[config.mk]
export PLATFORM = sky130hd
export DESIGN_NAME = tcw_seq
export DESIGN_NICKNAME = d
export VERILOG_FILES = /design/src/hdl/tcw_pkg.sv /design/src/hdl/tcw_seq.sv
export SDC_FILE = /design/constraint.sdc
export NUM_CORES = 1
export LEC_CHECK = 0
export ABC_CLOCK_PERIOD_IN_PS = 7900
export BUFFER_PORTS_ARGS = -buffer_cell sky130_fd_sc_hd__clkbuf_2
export CAP_MARGIN = 20
export CELL_PAD_IN_SITES_DETAIL_PLACEMENT = 2
export CELL_PAD_IN_SITES_GLOBAL_PLACEMENT = 2
export CORE_MARGIN = 2
export CORE_UTILIZATION = 35
export CTS_CLUSTER_DIAMETER = 120
export DETAILED_ROUTE_END_ITERATION = 8
export GPL_ROUTABILITY_DRIVEN = 1
export PLACE_DENSITY = 0.94
export SYNTH_ARGS = -nofsm -noshare
export SYNTH_HDL_FRONTEND = slang
export SYNTH_SLANG_ARGS = --single-unit
export TNS_END_PERCENT = 100
[constraint.sdc]
create_clock -name i_clk -period 7.9 [get_ports i_clk]
set_clock_uncertainty 0.15 [all_clocks]
set_input_delay 0.395 -clock i_clk [delete_from_list [all_inputs] [get_ports i_clk]]
set_output_delay 0.395 -clock i_clk [all_outputs]
set_load 0.005 [all_outputs]
[src/hdl/tcw_pkg.sv]
// Shared types and constants for the text console tile writer.
// No dependencies; every other file imports this package.
package tcw_pkg;

    // default geometry, handed to the top level parameters
    localparam int ROWS_DEF     = 14;
    localparam int COLUMNS_DEF  = 35;
    localparam int TAB_STEP_DEF = 4;

    // map layout
    localparam int ROW_STRIDE    = 128;
    localparam int BOTTOM_OFFSET = 64;
    localparam int COL_MAX       = 63;

    // field widths
    localparam int OP_W        = 2;
    localparam int CHAR_W      = 8;
    localparam int ROW_IN_W    = 4;
    localparam int COL_W       = 6;
    localparam int RADDR_W     = 11;
    localparam int TILE_W      = 16;
    localparam int COLOUR_W    = 4;
    localparam int CODE_W      = 7;

    localparam logic [COLOUR_W-1:0] COLOUR_RESET = 4'd15;
    localparam logic [TILE_W-1:0]   TILE_BOTTOM_ADD = 16'd96;

    // character codes
    localparam logic [CHAR_W-1:0] CH_TAB   = 8'h09;
    localparam logic [CHAR_W-1:0] CH_LF    = 8'h0A;
    localparam logic [CHAR_W-1:0] CH_CR    = 8'h0D;
    localparam logic [CHAR_W-1:0] CH_FIRST = 8'h20;
    localparam logic [CHAR_W-1:0] CH_LAST  = 8'h7F;

    typedef enum logic [OP_W-1:0] {
        OP_PUT   = 2'd0,
        OP_SET   = 2'd1,
        OP_CLEAR = 2'd2,
        OP_READ  = 2'd3
    } t_op;

    typedef struct packed {
        logic [TILE_W-1:0]   read_data;
        logic [ROW_IN_W-1:0] cursor_row;
        logic [COL_W-1:0]    cursor_column;
    } t_result;

endpackage

[src/hdl/tcw_seq.sv]
// Command sequencer: cursor state, wrap/scroll/tab stepping, and the address
// sweeps for scroll, clear and the post-reset clear. Depends on tcw_pkg.
module tcw_seq #(
    parameter int  ROWS     = tcw_pkg::ROWS_DEF,
    parameter int  COLUMNS  = tcw_pkg::COLUMNS_DEF,
    parameter int  TAB_STEP = tcw_pkg::TAB_STEP_DEF,
    localparam int AW       = $clog2(ROWS * tcw_pkg::ROW_STRIDE)
) (
    input  logic                        i_clk,
    input  logic                        i_rst_n,
    input  logic                        i_start,
    input  tcw_pkg::t_op                i_op,
    input  logic [tcw_pkg::CHAR_W-1:0]  i_char_code,
    input  logic [tcw_pkg::ROW_IN_W-1:0] i_row,
    input  logic [tcw_pkg::COL_W-1:0]   i_column,
    input  logic [tcw_pkg::RADDR_W-1:0] i_read_address,
    input  logic [tcw_pkg::COLOUR_W-1:0] i_colour,
    output logic                        o_idle,
    output logic                        o_done,
    input  logic                        i_take,
    output tcw_pkg::t_result            o_result,
    output logic                        o_ram_we,
    output logic [AW-1:0]               o_ram_waddr,
    output logic [tcw_pkg::TILE_W-1:0]  o_ram_wdata,
    output logic [AW-1:0]               o_ram_raddr,
    input  logic [tcw_pkg::TILE_W-1:0]  i_ram_rdata
);
    import tcw_pkg::*;

    localparam int DEPTH     = ROWS * ROW_STRIDE;
    localparam int RW        = $clog2(ROWS + 1);
    localparam int LAST_BASE = (ROWS - 1) * ROW_STRIDE;

    typedef enum logic [9:0] {
        S_IDLE  = 10'b0000000001,
        S_PUT   = 10'b0000000010,
        S_CHAR  = 10'b0000000100,
        S_BOT   = 10'b0000001000,
        S_TAB   = 10'b0000010000,
        S_COPY  = 10'b0000100000,
        S_CPEND = 10'b0001000000,
        S_FILL  = 10'b0010000000,
        S_RD    = 10'b0100000000,
        S_DONE  = 10'b1000000000
    } t_state;

    t_state             r_state, n_state;
    logic [RW-1:0]      r_row, n_row;
    logic [COL_W-1:0]   r_col, n_col;
    logic [AW-1:0]      r_ptr, n_ptr;
    logic [AW-1:0]      r_cpa, n_cpa;
    logic               r_cp_pend, n_cp_pend;
    logic               r_init, n_init;
    logic [COL_W:0]     r_acc, n_acc;
    logic [TILE_W-1:0]  r_tile, n_tile;
    logic [CHAR_W-1:0]  r_char, n_char;
    t_op                r_op, n_op;
    logic [TILE_W-1:0]  r_rd, n_rd;
    logic               r_oob, n_oob;

    logic               in_oob;
    logic [RW-1:0]      wrap_row;
    logic [COL_W-1:0]   wrap_col;
    logic [AW-1:0]      top_addr;
    logic [AW-1:0]      bot_addr;
    logic [TILE_W-1:0]  tile_top;
    logic               printable;

    assign in_oob   = {1'b0, i_read_address} >= (RADDR_W + 1)'(DEPTH);
    assign wrap_row = (r_col >= COL_W'(COLUMNS)) ? r_row + RW'(1) : r_row;
    assign wrap_col = (r_col >= COL_W'(COLUMNS)) ? '0 : r_col;
    assign top_addr = AW'({r_row, 7'(r_col)});
    assign bot_addr = AW'({r_row, 7'(r_col) + 7'(BOTTOM_OFFSET)});
    assign tile_top = {i_colour, 5'b0, CODE_W'(r_char - CH_FIRST)};
    assign printable = (r_char >= CH_FIRST) && (r_char <= CH_LAST);

    always_comb begin
        n_state   = r_state;
        n_row     = r_row;
        n_col     = r_col;
        n_ptr     = r_ptr;
        n_cpa     = r_cpa;
        n_cp_pend = r_cp_pend;
        n_init    = r_init;
        n_acc     = r_acc;
        n_tile    = r_tile;
        n_char    = r_char;
        n_op      = r_op;
        n_rd      = r_rd;
        n_oob     = r_oob;

        o_ram_we    = 1'b0;
        o_ram_waddr = r_ptr;
        o_ram_wdata = '0;
        o_ram_raddr = (r_state == S_COPY) ? r_ptr :
                      (in_oob ? '0 : i_read_address[AW-1:0]);

        unique case (r_state)
            S_IDLE: begin
                if (i_start) begin
                    n_op   = i_op;
                    n_char = i_char_code;
                    n_rd   = '0;
                    n_oob  = in_oob;
                    unique case (i_op)
                        OP_PUT: n_state = S_PUT;
                        OP_SET: begin
                            n_row = ({1'b0, i_row} > (ROW_IN_W + 1)'(ROWS - 1)) ?
                                    RW'(ROWS - 1) : RW'(i_row);
                            n_col = (i_column > COL_W'(COLUMNS - 1)) ?
                                    COL_W'(COLUMNS - 1) : i_column;
                            n_state = S_DONE;
                        end
                        OP_CLEAR: begin
                            n_row   = '0;
                            n_col   = '0;
                            n_ptr   = '0;
                            n_state = S_FILL;
                        end
                        OP_READ: n_state = S_RD;
                        default: n_state = S_IDLE;
                    endcase
                end
            end
            S_PUT: begin
                n_row = wrap_row;
                n_col = wrap_col;
                if (wrap_row >= RW'(ROWS)) begin
                    n_row = RW'(ROWS - 1);
                    if (ROWS > 1) begin
                        n_ptr     = AW'(ROW_STRIDE);
                        n_cp_pend = 1'b0;
                        n_state   = S_COPY;
                    end else begin
                        n_ptr   = AW'(LAST_BASE);
                        n_state = S_FILL;
                    end
                end else begin
                    n_state = S_CHAR;
                end
            end
            S_COPY: begin
                // read one row ahead, write the previous read back a row up
                o_ram_we    = r_cp_pend;
                o_ram_waddr = r_cpa;
                o_ram_wdata = i_ram_rdata;
                n_cpa       = r_ptr - AW'(ROW_STRIDE);
                n_cp_pend   = 1'b1;
                if (r_ptr == AW'(DEPTH - 1)) begin
                    n_state = S_CPEND;
                end else begin
                    n_ptr = r_ptr + AW'(1);
                end
            end
            S_CPEND: begin
                o_ram_we    = 1'b1;
                o_ram_waddr = r_cpa;
                o_ram_wdata = i_ram_rdata;
                n_cp_pend   = 1'b0;
                n_ptr       = AW'(LAST_BASE);
                n_state     = S_FILL;
            end
            S_FILL: begin
                o_ram_we    = 1'b1;
                o_ram_waddr = r_ptr;
                o_ram_wdata = '0;
                if (r_ptr == AW'(DEPTH - 1)) begin
                    if (r_init) begin
                        n_init  = 1'b0;
                        n_state = S_IDLE;
                    end else if (r_op == OP_PUT) begin
                        n_state = S_CHAR;
                    end else begin
                        n_state = S_DONE;
                    end
                end else begin
                    n_ptr = r_ptr + AW'(1);
                end
            end
            S_CHAR: begin
                priority if (r_char == CH_TAB) begin
                    n_acc   = (COL_W + 1)'(TAB_STEP);
                    n_state = S_TAB;
                end else if (r_char == CH_LF) begin
                    n_row   = r_row + RW'(1);
                    n_col   = '0;
                    n_state = S_DONE;
                end else if (r_char == CH_CR) begin
                    n_col   = '0;
                    n_state = S_DONE;
                end else if (printable) begin
                    o_ram_we    = 1'b1;
                    o_ram_waddr = top_addr;
                    o_ram_wdata = tile_top;
                    n_tile      = tile_top;
                    n_state     = S_BOT;
                end else begin
                    n_state = S_DONE;
                end
            end
            S_BOT: begin
                o_ram_we    = 1'b1;
                o_ram_waddr = bot_addr;
                o_ram_wdata = r_tile + TILE_BOTTOM_ADD;
                n_col       = r_col + COL_W'(1);
                n_state     = S_DONE;
            end
            S_TAB: begin
                // step up by the tab width until past the cursor
                if (r_acc > {1'b0, r_col}) begin
                    n_col   = (r_acc > (COL_W + 1)'(COL_MAX)) ? COL_W'(COL_MAX)
                                                              : r_acc[COL_W-1:0];
                    n_state = S_DONE;
                end else begin
                    n_acc = r_acc + (COL_W + 1)'(TAB_STEP);
                end
            end
            S_RD: begin
                n_rd    = r_oob ? '0 : i_ram_rdata;
                n_state = S_DONE;
            end
            S_DONE: begin
                if (i_take) begin
                    n_state = S_IDLE;
                end
            end
            default: n_state = S_IDLE;
        endcase
    end

    always_ff @(posedge i_clk) begin
        if (!i_rst_n) begin
            r_state   <= S_FILL;
            r_row     <= '0;
            r_col     <= '0;
            r_ptr     <= '0;
            r_cp_pend <= 1'b0;
            r_init    <= 1'b1;
        end else begin
            r_state   <= n_state;
            r_row     <= n_row;
            r_col     <= n_col;
            r_ptr     <= n_ptr;
            r_cp_pend <= n_cp_pend;
            r_init    <= n_init;
        end
    end

    always_ff @(posedge i_clk) begin
        r_cpa  <= n_cpa;
        r_acc  <= n_acc;
        r_tile <= n_tile;
        r_char <= n_char;
        r_op   <= n_op;
        r_rd   <= n_rd;
        r_oob  <= n_oob;
    end

    assign o_idle = (r_state == S_IDLE);
    assign o_done = (r_state == S_DONE);

    assign o_result.read_data     = r_rd;
    assign o_result.cursor_row    = ROW_IN_W'(r_row);
    assign o_result.cursor_column = r_col;

endmodule

==> run_results.csv <==
group,metric,value,unit
critical_path,max_stage_delay,0.79,ns
timing,post-route-min-period,3.862,ns
power_and_ir_drop,leakagePower,0.002598,uW
cts,cts_hold_buf,0,
critical_path,worst_path_max_delay_cell,"inv_1",
cts,post_cts_resized,0,
synthesis,async_reset_ff_frac,0,
timing,fin_tns_setup,0,ns
timing,min_period_over_period,0.4889,
timing,setup_viol,0,
synthesis,synth_flop_cell,"edfxtp_1",
timing,max_freq,0.2589,GHz
drt,ant_nets,0,
synthesis,syn-mean-instance-area,9.222,um^2
synthesis,syn_area,5256,um^2
synthesis,synth_common_cells,"73 x nand2_1, 54 x edfxtp_1, 40 x nor2_1",
placed_design,portBuffers,121,
critical_path,end_kind,"output port",
min_path,hp-class,"in -> reg",
timing,rsz0062_at_grt,"no",
layout,syn_to_final_growth,19.50,%
critical_path,cp.arrival,3.32,ns
drt,vias,5258,
critical_path,crit_chain,"or4_1, nor2_1, nand3_1, inv_1, nand2_1, nand2_1, clkbuf_2",
grt,grt_usage,0.2767,
status,outcome,"completed",
synthesis,yosys.area.top_type_share,0.3085,
critical_path,crit_path_frequent_cell,"nand2_1",
die,start_util,0.3603,
drt,routed_wl,22.12,mm
drt,viasPerCell,6.079,
layout,final_nets,743,
synthesis,synth_most_common_cell,"nand2_1",
drt,drcViolationCount,0,
power_and_ir_drop,p_per_area,175.5,nW/um^2
synthesis,synth_nets,637,
synthesis,ys_seq_area_frac,0.4342,
cts,cts_made_buffers,9,
die,boundaryPins,122,
grt,grt_antenna_before_repair,0,
cts,clock_path_buffers,2,
die,die_w,126.5,um
critical_path,worstPathRequired,7.36,ns
cts,htree_levels,3,
grt,overflow,0,
drt,firstDrtPassIters,6,
timing,tightestPinTransition,1.076,ns
grt,grt_pass1_vias,5795,
power_and_ir_drop,ir_drop,0.08806,mV
die,dieHeight,126.5,um
critical_path,worstSetupPathType,"reg -> out",
drt,post_drt_wl_per_cell,25.58,um
synthesis,synth-seq-cells,87,
placed_design,gp_congestion,0.8876,
synthesis,yosys-top-cells-area,"edfxtp_1 31%, dfxtp_1 13%, nand2_1 5.2%",
timing,final_hold_viol_count,0,
layout,antennaDiodeCount,0,
cts,cts_sinks,87,
timing,max_slew_margin,0.2801,
grt,grt_max_degree,39,
die,num_rows,44,
placed_design,dp_hpwl,15.37,mm
die,die_area,16010,um^2
grt,grt_pass1_wl,34.40,mm
run,maxCapViolations,0,
timing,final_max_slew_viol_count,0,
drt,first_iter_violations,426,
cts,cts_root_buf,"clkbuf_16",
synthesis,yosysTopAreaCell,"edfxtp_1",
synthesis,yosysUniqueCellTypes,78,
cts,postCtsSetupBuffers,0,
cts,insertion_delay,0.36,ns
critical_path,crit_fanout,21,
synthesis,synthCells,570,
critical_path,start_kind,"register",
power_and_ir_drop,power.total,1102,uW
cts,cts_tree,"yes",
layout,final_layout_size_suffix_gt1_frac,0.2540,
synthesis,yosysWarnings,0,
synthesis,synth_edf_count,54,
die,core_area,14590,um^2
cts,path_clk_slew,0.08,ns
kinds of logic after synthesis:
logic type,synth area share
AND/OR/NAND/NOR,0.2673
buffers and inverters,0.05832
XOR/XNOR,0.02666
adder cells (fa/ha/maj),0.02856
flip-flops,0.4342
AO/OA/AOI/OAI,0.1697
multiplexers,0.01524
sequential cells by signal, indices dropped and copies added, names as in the netlist, 2 cells and up:
| register | cells |
|---|---|
| r_acc | 5 |
| r_char | 8 |
| r_col | 6 |
| r_cpa | 11 |
| r_op | 2 |
| r_ptr | 11 |
| r_rd | 16 |
| r_row | 4 |
| r_state | 10 |
| r_tile | 11 |
final cells by class:
class / count / area [um^2]
flip-flops and latches: 87 / 2282
clock inverters: 7 / 80.08
repair buffers: 129 / 666.9
clock buffers: 9 / 225.2
well taps: 184 / 230.2
fillers: 1586 / 8308
inverters: 33 / 123.9
multi-input cells: 416 / 2673
where the power goes:
part	internal, uW	total, uW	switching (uW)
combinational	52.3	141	88.8
sequential	488	509	20.8
clock	249	452	203
metal layers:
layer | up-vias | part of all wire | global-route usage | wire length [um]
met1 | 2699 | 0.40 | 0.3296 | 8810
met3 | 55 | 0.039 | 0.03880 | 860
met2 | 195 | 0.53 | 0.5046 | 11760
met5 | - | 0 | 0 | 0
met4 | 0 | 0.031 | 0.1021 | 696
li1 | 2309 | - | - | -
layout by cell type (no fill, tap or decap), types with 4 or more instances in the layout:
cell type / Yosys / final
mux2i_1: 8 / 8
a21o_1: 4 / 4
ha_1: 12 / 12
buf_4: 0 / 6
nand2_1: 73 / 73
nand4_1: 8 / 8
nor2_1: 40 / 40
a22oi_1: 11 / 11
a222oi_1: 9 / 9
xnor2_1: 10 / 10
and4_1: 4 / 4
o22ai_1: 4 / 4
nand2b_1: 5 / 5
o21a_1: 5 / 5
o211ai_1: 4 / 4
nand3_1: 33 / 33
nor3_1: 16 / 15
inv_1: 33 / 33
and3_1: 7 / 7
a21oi_1: 12 / 12
or3_1: 5 / 5
and2_1: 26 / 26
nor4_1: 4 / 4
o21ai_0: 30 / 29
nor2b_1: 4 / 4
dfxtp_1: 33 / 33
edfxtp_1: 54 / 54
nand3b_1: 4 / 4
xor2_1: 6 / 6
clkbuf_16: 0 / 9
clkbuf_2: 1 / 121
worst max-delay path, delay by kind of cell, from the launching register on:
kind | cells | cell delay (ns)
buf+inv | 2 | 0.90
flops | 1 | 0.45
simple gates | 5 | 1.59
per-stage QoR:
step,utilization,setup slack [ns],instances,cell area (um^2),hold WS [ns]
global route,0.4305,3.808,865,6281,0.05292
finish,0.4305,4.038,865,6281,0.05771
detailed placement,0.4078,4.435,846,5949,0.3417
CTS,0.4287,3.805,862,6255,0.05616
global placement,0.4075,4.684,845,5944,0.3263
floorplan,-,4.762,570,5256,0.3020
path summary, 6_finish.rpt:
path	start	end	slack [ns]	cells past startpoint
hold / removal	i_char_code[3]	r_char[3]$_DFFE_PP_	0.06	1
setup reg to reg	r_state[3]$_SDFFE_PN0P_	r_state[1]$_SDFFE_PN0P_	4.69	5
setup / recovery	r_state[0]$_SDFFE_PN0P_	o_ram_raddr[3]	4.04	7
hold reg to reg	r_init$_SDFFE_PN1P_	r_init$_SDFFE_PN1P_	0.36	2
Power figures use the tool's default switching activity.
